[src/hw/rtl/sui_pkg.sv]
// Package: shared constants, types and state encoding for the sorted unique set.
`default_nettype none
package sui_pkg;

  localparam int unsigned SetDepthDefault = 16;
  localparam int unsigned ValueWidth      = 32;
  localparam int unsigned CountOutWidth   = 5;

  localparam logic OpInsert = 1'b0;
  localparam logic OpProbe  = 1'b1;

  typedef enum logic [1:0] {
    StIdle,
    StCmp,
    StScan,
    StDone
  } sui_state_e;

  // Broadcast controls from the sequencer to every cell.
  typedef struct packed {
    logic cmp_en;
    logic scan_en;
    logic shift_en;
  } cell_ctrl_t;

  // Data handed from one cell to its right-hand neighbor.
  typedef struct packed {
    logic signed [ValueWidth-1:0] elem;
    logic                         occ;
    logic                         lt;
    logic                         found;
  } cell_link_t;

endpackage
`default_nettype wire

[src/hw/rtl/sui_cell.sv]
// One storage cell of the sorted set chain: compare, found ripple and shift-insert.
`default_nettype none
module sui_cell (
  input  logic                                   clk_i,
  input  logic                                   rst_ni,
  input  sui_pkg::cell_ctrl_t                    ctrl_i,
  input  logic signed [sui_pkg::ValueWidth-1:0]  value_i,
  input  sui_pkg::cell_link_t                    prev_i,
  output sui_pkg::cell_link_t                    link_o
);

  logic signed [sui_pkg::ValueWidth-1:0] elem_q;
  logic                                  occ_q;
  logic                                  lt_q;
  logic                                  eq_q;
  logic                                  found_q;

  // shift-insert happens only in cells at or past the insertion point
  always_ff @(posedge clk_i or negedge rst_ni) begin
    if (!rst_ni) begin
      occ_q   <= 1'b0;
      lt_q    <= 1'b0;
      eq_q    <= 1'b0;
      found_q <= 1'b0;
    end else begin
      if (ctrl_i.cmp_en) begin
        lt_q    <= occ_q && (elem_q < value_i);
        eq_q    <= occ_q && (elem_q == value_i);
        found_q <= 1'b0;
      end else if (ctrl_i.scan_en) begin
        found_q <= prev_i.found | eq_q;
      end
      if (ctrl_i.shift_en && !lt_q) begin
        occ_q <= prev_i.lt ? 1'b1 : prev_i.occ;
      end
    end
  end

  always_ff @(posedge clk_i) begin
    if (ctrl_i.shift_en && !lt_q) begin
      elem_q <= prev_i.lt ? value_i : prev_i.elem;
    end
  end

  assign link_o.elem  = elem_q;
  assign link_o.occ   = occ_q;
  assign link_o.lt    = lt_q;
  assign link_o.found = found_q;

endmodule
`default_nettype wire

[src/hw/rtl/sorted_unique_set_insert_intersect.sv]
// Sorted unique set: a chain of SET_DEPTH cells holds distinct signed 32-bit values in
// ascending order. An insert word (operation 0) places its value in sorted position unless
// it is already held; a new value offered to a full set is flagged rejected_full. A probe
// word (operation 1) only reports membership, so a streamed ascending set yields its
// ordered intersection on was_present. Every input word gives one output word. One word is
// worked on at a time: after accept, every cell compares against the value in StCmp, the
// found flag ripples down the chain one cell per cycle in StScan, and in StDone the cells
// shift-insert and the output register is loaded, both held off while a finished word
// waits there under out_stall_i. A finished word may wait in the output register while
// the next input word is accepted. The set is empty after reset.
`default_nettype none
module sorted_unique_set_insert_intersect #(
  parameter int unsigned SET_DEPTH = sui_pkg::SetDepthDefault
) (
  input  logic                                       clk_i,
  input  logic                                       rst_ni,
  input  logic                                       in_valid_i,
  output logic                                       in_stall_o,
  input  logic                                       operation_i,
  input  logic signed [sui_pkg::ValueWidth-1:0]      value_i,
  output logic                                       out_valid_o,
  input  logic                                       out_stall_i,
  output logic signed [sui_pkg::ValueWidth-1:0]      value_echo_o,
  output logic                                       was_present_o,
  output logic                                       added_o,
  output logic                                       rejected_full_o,
  output logic [sui_pkg::CountOutWidth-1:0]          element_count_o
);

  localparam int unsigned CntW  = $clog2(SET_DEPTH + 1);
  localparam int unsigned ScanW = $clog2(SET_DEPTH);

  sui_pkg::sui_state_e                   state_q, state_d;
  logic [ScanW-1:0]                      scan_q;
  logic [CntW-1:0]                       count_q;
  logic [CntW-1:0]                       count_next;
  logic [CntW+sui_pkg::CountOutWidth-1:0] count_ext;
  logic                                  op_q;
  logic signed [sui_pkg::ValueWidth-1:0] value_q;
  logic                                  out_vld_q;
  logic signed [sui_pkg::ValueWidth-1:0] echo_q;
  logic                                  present_q;
  logic                                  added_q;
  logic                                  rejected_q;
  logic [sui_pkg::CountOutWidth-1:0]     ecount_q;

  sui_pkg::cell_ctrl_t ctrl;
  sui_pkg::cell_link_t link [SET_DEPTH+1];

  logic in_accept;
  logic out_load;
  logic present;
  logic full;
  logic insert_new;
  logic do_add;

  assign in_accept  = in_valid_i && !in_stall_o;
  assign present    = link[SET_DEPTH].found;
  assign full       = (count_q == CntW'(SET_DEPTH));
  assign insert_new = (op_q == sui_pkg::OpInsert) && !present;
  assign do_add     = insert_new && !full;
  assign count_next = do_add ? count_q + 1'b1 : count_q;
  assign count_ext  = (CntW + sui_pkg::CountOutWidth)'(count_next);

  // head of chain: nothing stored, insertion point if cell 0 is not below value
  assign link[0].elem  = '0;
  assign link[0].occ   = 1'b0;
  assign link[0].lt    = 1'b1;
  assign link[0].found = 1'b0;

  for (genvar i = 0; i < SET_DEPTH; i++) begin : g_cell
    sui_cell u_cell (
      .clk_i   (clk_i),
      .rst_ni  (rst_ni),
      .ctrl_i  (ctrl),
      .value_i (value_q),
      .prev_i  (link[i]),
      .link_o  (link[i+1])
    );
  end

  always_comb begin
    state_d = state_q;
    case (state_q)
      sui_pkg::StIdle: begin
        if (in_valid_i) state_d = sui_pkg::StCmp;
      end
      sui_pkg::StCmp: begin
        state_d = sui_pkg::StScan;
      end
      sui_pkg::StScan: begin
        if (scan_q == '0) state_d = sui_pkg::StDone;
      end
      sui_pkg::StDone: begin
        if (out_load) state_d = sui_pkg::StIdle;
      end
      default: begin
        state_d = sui_pkg::StIdle;
      end
    endcase
  end

  always_comb begin
    in_stall_o    = 1'b1;
    ctrl.cmp_en   = 1'b0;
    ctrl.scan_en  = 1'b0;
    out_load      = 1'b0;
    case (state_q)
      sui_pkg::StIdle: begin
        in_stall_o = 1'b0;
      end
      sui_pkg::StCmp: begin
        ctrl.cmp_en = 1'b1;
      end
      sui_pkg::StScan: begin
        ctrl.scan_en = 1'b1;
      end
      sui_pkg::StDone: begin
        out_load = !out_vld_q || !out_stall_i;
      end
      default: begin
        in_stall_o = 1'b1;
      end
    endcase
    ctrl.shift_en = out_load && do_add;
  end

  always_ff @(posedge clk_i or negedge rst_ni) begin
    if (!rst_ni) begin
      state_q   <= sui_pkg::StIdle;
      scan_q    <= '0;
      count_q   <= '0;
      out_vld_q <= 1'b0;
    end else begin
      state_q <= state_d;
      if (ctrl.cmp_en) begin
        scan_q <= ScanW'(SET_DEPTH - 1);
      end else if (ctrl.scan_en) begin
        scan_q <= scan_q - 1'b1;
      end
      if (ctrl.shift_en) begin
        count_q <= count_next;
      end
      if (out_load) begin
        out_vld_q <= 1'b1;
      end else if (!out_stall_i) begin
        out_vld_q <= 1'b0;
      end
    end
  end

  always_ff @(posedge clk_i) begin
    if (in_accept) begin
      op_q    <= operation_i;
      value_q <= value_i;
    end
    if (out_load) begin
      echo_q     <= value_q;
      present_q  <= present;
      added_q    <= do_add;
      rejected_q <= insert_new && full;
      ecount_q   <= count_ext[sui_pkg::CountOutWidth-1:0];
    end
  end

  assign out_valid_o     = out_vld_q;
  assign value_echo_o    = echo_q;
  assign was_present_o   = present_q;
  assign added_o         = added_q;
  assign rejected_full_o = rejected_q;
  assign element_count_o = ecount_q;

endmodule
`default_nettype wire

[config.mk]
export PLATFORM = sky130hd
export DESIGN_NAME = sorted_unique_set_insert_intersect
export DESIGN_NICKNAME = d
export VERILOG_FILES = /design/src/hw/rtl/sui_pkg.sv /design/src/hw/rtl/sui_cell.sv /design/src/hw/rtl/sorted_unique_set_insert_intersect.sv
export SDC_FILE = /design/constraint.sdc
export NUM_CORES = 2
export LEC_CHECK = 0
export ABC_AREA = 1
export BUFFER_PORTS_ARGS = -buffer_cell sky130_fd_sc_hd__clkbuf_2
export CORE_ASPECT_RATIO = 0.75
export CORE_MARGIN = 8
export CORE_UTILIZATION = 50
export CTS_CLUSTER_SIZE = 28
export DETAILED_ROUTE_END_ITERATION = 6
export PLACE_DENSITY_LB_ADDON = 0.2
export SLEW_MARGIN = 20
export SYNTH_ARGS = -nofsm -noshare
export SYNTH_HDL_FRONTEND = slang
export SYNTH_SLANG_ARGS = --single-unit
export TNS_END_PERCENT = 1
[constraint.sdc]
create_clock -name clk_i -period 2.94 [get_ports clk_i]
set_clock_uncertainty 0.05 [all_clocks]
set_input_delay 0.588 -clock clk_i [delete_from_list [all_inputs] [get_ports clk_i]]
set_output_delay 0.588 -clock clk_i [all_outputs]
set_load 0.05 [all_outputs]
### After elaboration in Yosys (flattened, before gate mapping)

Cells that the tools add are included.

| cells by class | value |
|---|---|
| reduce and logical (&&, ||, !) cells | 78 |
| muxes and demuxes | 75 |
| eq/ne operators | 24 |
| bitwise operators | 16 |
| order comparisons | 16 |
| $add $sub $neg | 2 |

Operators with widths:

| cell | count |
|---|---|
| $eq 32x32->1 | 16 |
| $lt 32x32->1 | 16 |
| $mux 32 | 15 |
| $logic_and 1x1->1 | 53 |
| $mux 1 | 53 |
| $logic_not 1->1 | 20 |
| $or 1x1->1 | 15 |
| $mux 4 | 2 |
| $pmux 2 s4 | 1 |
| $mux 2 | 3 |
| $ne 2x2->1 const B | 3 |
| $add 5x1->5 const B | 1 |
| $eq 5x5->1 const B | 1 |
| $mux 5 | 1 |
| $eq 2x2->1 const B | 2 |
| $logic_not 4->1 | 1 |
| $sub 4x1->4 const B | 1 |
| $reduce_and 3->1 | 1 |
| $eq 2x1->1 const B | 1 |
| $logic_not 2->1 | 1 |
| $ne 2x1->1 const B | 1 |
| $reduce_bool 2->1 | 1 |
| $logic_or 1x1->1 | 1 |
| $not 1->1 | 1 |

| storage, ports and cells | value |
|---|---|
| output and inout bits | 42 |
| register bits | 661 |

### Logic depth before layout (Yosys ltp)

| logic depth | value |
|---|---|
| depth after elaboration | 5 |
| gate-level depth with buffers | 14 |
| gate-level depth less buffers | 14 |

### By module

From an unflattened synthesis, not the netlist that was laid out.

| second synthesis, totals | value |
|---|---|
| cell total of the unflattened synthesis | 4573 |
| area, all modules | 40883.0 µm² |

By module, submodules not included:

| module | area each (µm²) | instances | cells each |
|---|---|---|---|
| sui_cell | 2363.5 | 16 | 274 |
| sorted_unique_set_insert_intersect | 3066.7 | 1 | 189 |

### Worst setup path before layout

OpenSTA, ideal clock, no wires.

| timing | value |
|---|---|
| path kind | flip-flop to flip-flop |
| start point | register out_vld_q, in the netlist out_valid_o |
| end point | register g_cell[3].u_cell.elem_q[0] (netlist bit) (enable) |
| arrival time | 2.538 ns |
| cell stages (with the launch flop) | 6 |
| path buffers | 0 |
| clock period less this slack | 3.012 ns |
| setup time | 0.424 ns |
| data required time | 2.466 ns |
| slack | -0.072 ns |
| cell sequence | dfrtp_1 nand2_1 nand2_1 nor2_8 inv_6 nor2_1 |

| between the ends | value |
|---|---|
| cells in the longest elaborated chain, start to end | 5 |

Ends and longest elaborated chain:

| item | RTL line | RTL |
|---|---|---|
| from (decl) | sorted_unique_set_insert_intersect.sv:40 | `logic out_vld_q;` |
| from (signal assigned) | sorted_unique_set_insert_intersect.sv:133 | `out_vld_q <= 1'b0;` |
| from (signal assigned) | sorted_unique_set_insert_intersect.sv:145 | `out_vld_q <= 1'b1;` |
| from (signal assigned) | sorted_unique_set_insert_intersect.sv:147 | `out_vld_q <= 1'b0;` |
| $logic_not 1->1 | sorted_unique_set_insert_intersect.sv:119 | `out_load = !out_vld_q \|\| !out_stall_i;` |
| $logic_or 1x1->1 | sorted_unique_set_insert_intersect.sv:119 |  |
| $mux 1 | sorted_unique_set_insert_intersect.sv:108 | `case (state_q)` |
| $logic_and 1x1->1 | sorted_unique_set_insert_intersect.sv:125 | `ctrl.shift_en = out_load && do_add;` |
| $logic_and 1x1->1 | sui_cell.sv:40 | `if (ctrl_i.shift_en && !lt_q) begin` |
| to (signal assigned) | sui_cell.sv:41 | `elem_q <= prev_i.lt ? value_i : prev_i.elem;` |
| to (decl) | sui_cell.sv:12 | `logic signed [sui_pkg::ValueWidth-1:0] elem_q;` |

No other way between the ends.
A chain may end at the register's enable or synchronous reset.

### Worst setup path in the final report

| timing | value |
|---|---|
| start point | register value_q[31] (netlist bit) |
| end point | register g_cell[10].u_cell.lt_q |

| between the ends | value |
|---|---|
| cells in the longest elaborated chain, start to end | 2 |

Ends and longest elaborated chain:

| item | RTL line | RTL |
|---|---|---|
| from (decl) | sorted_unique_set_insert_intersect.sv:39 | `logic signed [sui_pkg::ValueWidth-1:0] value_q;` |
| from (signal assigned) | sorted_unique_set_insert_intersect.sv:155 | `value_q <= value_i;` |
| $lt 32x32->1 | sui_cell.sv:27 | `lt_q <= occ_q && (elem_q < value_i);` |
| $logic_and 1x1->1 | sui_cell.sv:27 |  |
| to (signal assigned) | sui_cell.sv:27 |  |
| to (decl) | sui_cell.sv:14 | `logic lt_q;` |

No other way between the ends.

==> results_dict.tcl <==
set metrics [dict create \
    outcome "complete, no violations" \
    grt_max_degree 44 \
    ys_types 33 \
    htreeDepth 3 \
    timing.fmax_ghz 0.3825 \
    relSlewSlack 0.4913 \
    grt_overflow_total 0 \
    critPathTopFamily "simple AND/OR/NAND/NOR gates" \
    core_area_um2 76410 \
    synth.most_common_cell "nand2_1" \
    ir_drop_v 0.0005668 \
    num_antenna_cells 0 \
    rr_worst_depth 12 \
    netlist_area_um2 38320 \
    min_to "op_q$_DFFE_PP_" \
    arrival_ps 3080 \
    cap_violations 0 \
    die-area_um2 85860 \
    whs_path_depth 1 \
    dr.first_iter.drc_count 2413 \
    routed_wirelength_um 89220 \
    placed_area_um2 40500 \
    reg2reg_from "value_q[31]$_DFFE_PP_" \
    gp_congestion 0.8543 \
    track_usage 0.2079 \
    path_class "reg2reg" \
    rsz0062_at_grt "no" \
    hold_start "operation_i" \
    cts_made_buffers 71 \
    ys_ff_latch 661 \
    p_seq_frac 0.407 \
    drcViolationCount 0 \
    fin_area_um2 42770 \
    cts_tree "done" \
    dp_slack_ps 364.1 \
    async_flop_share 0.1150 \
    ys.flop_type "edfxtp_1" \
    start_util 0.5015 \
    cp_common_cell "nand2_1" \
    vias 28000 \
    r2r_slack_ps 330 \
    syn-mean-instance-area_um2 9.491 \
    dr.pass1.iters 5 \
    drive_above_1_share 0.07536 \
    ant_nets 0 \
    worst-path-max-fanout 31 \
    tightest_slew_ps 763.1 \
    slew_violations 0 \
    clock_latency_ps 630 \
    dp_hpwl_um 65050 \
    area_growth_pct 11.59 \
    pwr-share-clk 0.246 \
    power_density_nw_per_um2 843.9 \
    cp_cell_sequence "inv_1 -> buf_4 -> ha_1 -> nand2_1 -> nor2_1 -> nand4_1 -> nor2_1 -> nand2_1 -> nand2_1 -> nand2_1 -> nand3_1 -> nand2_1" \
    hold_viol 0 \
    finalSetupViolations 0 \
    p_comb_frac 0.346 \
    ys_top_cells_by_area "edfxtp_1 46%, ha_1 17%, a21oi_1 8.4%" \
    routed_via_density 5.357 \
    yosysWarnings 0 \
    synth_common_cells "804 x nand2_1, 670 x nor2_1, 644 x a21oi_1" \
    crit_buf_inv 2 \
    wl_per_cell_um 17.07 \
    fin_crit_ps 2615 \
    crit_required_ps 3400 \
    hp-class "in2reg" \
    clk_path_buf_depth 3 \
    regToRegEndpoint "g_cell[10].u_cell.lt_q$_DFFE_PN0P_" \
    start_kind "flop" \
    cpMaxStageDelayCell "nor2_1" \
    clk_pin_slew_ps 60 \
    io_pins 79 \
    antenna_found_initial 1 \
    synthesis.nets 4595 \
    num_rows 88 \
    cts_sinks 661 \
    synth-edff-count 585 \
    power_leakage_uw 0.01904 \
    dieHeight_um 255.8 \
    post_cts_buffers 0 \
    portBuffers 78 \
    grt_pass1_vias 26600 \
    nets 4694 \
    die_width_um 335.7 \
    cts.repair.resized 0 \
    synth_top_area_share 0.4584 \
    worst_path_largest_cell_delay_ps 450 \
    p_switching_uw 13730 \
    timing.final.ws_setup_ps 325.4 \
    root_buffer "clkbuf_16" \
    p_sw_frac 0.3806 \
    layout_worst_path_cycle_share 0.8893 \
    synth_top_area_cell "edfxtp_1" \
    intPower_uw 22350 \
    worst_setup_path_end_kind "flop" \
    grt_pass1_wl_um 145600 \
    syn_inst 4038 \
    yosysSeqAreaShare 0.5080 \
]
repair_timing:
item / 4_1_cts / 5_1_grt
setup endpoints to repair: 0 / 0
hold buffers: 1 / 0
endpoints found under the hold margin: 40 / 0
cell usage in the layout (no fill, tap or decap), drive strengths merged:
cell type	instances
a21o	34
a21oi	651
a22oi	1
a32o	14
and2	4
buf	94
bufinv	2
clkbuf	180
clkinv	20
clkinvlp	1
dfrtp	76
dlygate4sd3	1
edfxtp	585
ha	520
inv	328
nand2	804
nand3	57
nand4	41
nor2	679
nor3	21
o21a	16
o21ai	49
o21bai	5
o221ai	1
o31ai	2
or2	1
or4	1
xor2	5
flip-flops by register name, summed over array words and instances, names as in the netlist:
name                   cells
added_o                    1
count_q                    5
element_count_o            5
g_cell.u_cell.elem_q     512
g_cell.u_cell.eq_q        16
g_cell.u_cell.found_q     16
g_cell.u_cell.lt_q        16
g_cell.u_cell.occ_q       16
op_q                       1
out_valid_o                1
rejected_full_o            1
scan_q                     4
state_q                    2
value_echo_o              32
value_q                   32
was_present_o              1
layout make-up:
type	instances	area [µm²]
fillers	6744	33650
flip-flops and latches	661	19490
multi-input cells	2906	17040
clock buffers	103	2072
repair buffers	172	1464
well taps	1035	1295
inverters	325	1225
clock inverters	26	183.9
worst max path at each step:
| stage | startpoint | end | slack (ps) | cells past startpoint |
|---|---|---|---|---|
| 6_report | value_q[31]$_DFFE_PP_ | g_cell[10].u_cell.lt_q$_DFFE_PN0P_ | 330 | 12 |
| 3_5_place_dp | value_q[31]$_DFFE_PP_ | g_cell[13].u_cell.lt_q$_DFFE_PN0P_ | 360 | 12 |
| 5_1_grt | value_q[21]$_DFFE_PP_ | g_cell[6].u_cell.lt_q$_DFFE_PN0P_ | 160 | 13 |
| 2_1_floorplan | out_valid_o$_DFFE_PN0P_ | g_cell[3].u_cell.elem_q[0]$_DFFE_PP_ | -70 | 5 |
| 3_3_place_gp | value_q[31]$_DFFE_PP_ | g_cell[10].u_cell.lt_q$_DFFE_PN0P_ | 370 | 12 |
| 4_1_cts | value_q[31]$_DFFE_PP_ | g_cell[13].u_cell.lt_q$_DFFE_PN0P_ | 360 | 12 |
power by group through the flow:
stage / Combinational [µW] / Sequential [µW] / Clock, µW
after floorplan: 8940 / 14500 / 0
after global placement: 12100 / 14800 / 0
after detailed placement: 12400 / 14800 / 0
after CTS: 12500 / 14700 / 9080
after global routing: 14300 / 15000 / 9410
final: 12500 / 14700 / 8890
per-stage QoR:
step | util | hold WS (ps) | TNS, ps | power, µW | instances
CTS | 0.5597 | 40.08 | 0 | 36280 | 5228
finish | 0.5597 | 76.25 | 0 | 36090 | 5228
global placement | 0.5300 | 403.3 | 0 | 26900 | 5098
floorplan | - | 242.4 | -17120 | 23410 | 4038
global route | 0.5597 | 34.51 | 0 | 38680 | 5228
detailed placement | 0.5300 | 412.7 | 0 | 27280 | 5098
cell families (layout without fill, tap and decap cells):
group,after synthesis,count (layout),synth area share
AND/OR/NAND/NOR,1608,1608,0.1658
XOR/XNOR,5,5,0.001143
AO/OA/AOI/OAI,773,773,0.1073
adder cells (fa/ha/maj),520,520,0.1698
flip-flops,661,661,0.5080
buffers and inverters,471,626,0.04793
layer usage:
metal  wire (µm)  up-vias  track usage
met4        1425        2      0.03894
li1            -    14090            -
met3        6138      106      0.04182
met5          13        -            0
met1       48100    13180       0.3438
met2       33540      633       0.2751
No activity file was read; power rests on OpenSTA's default activity.
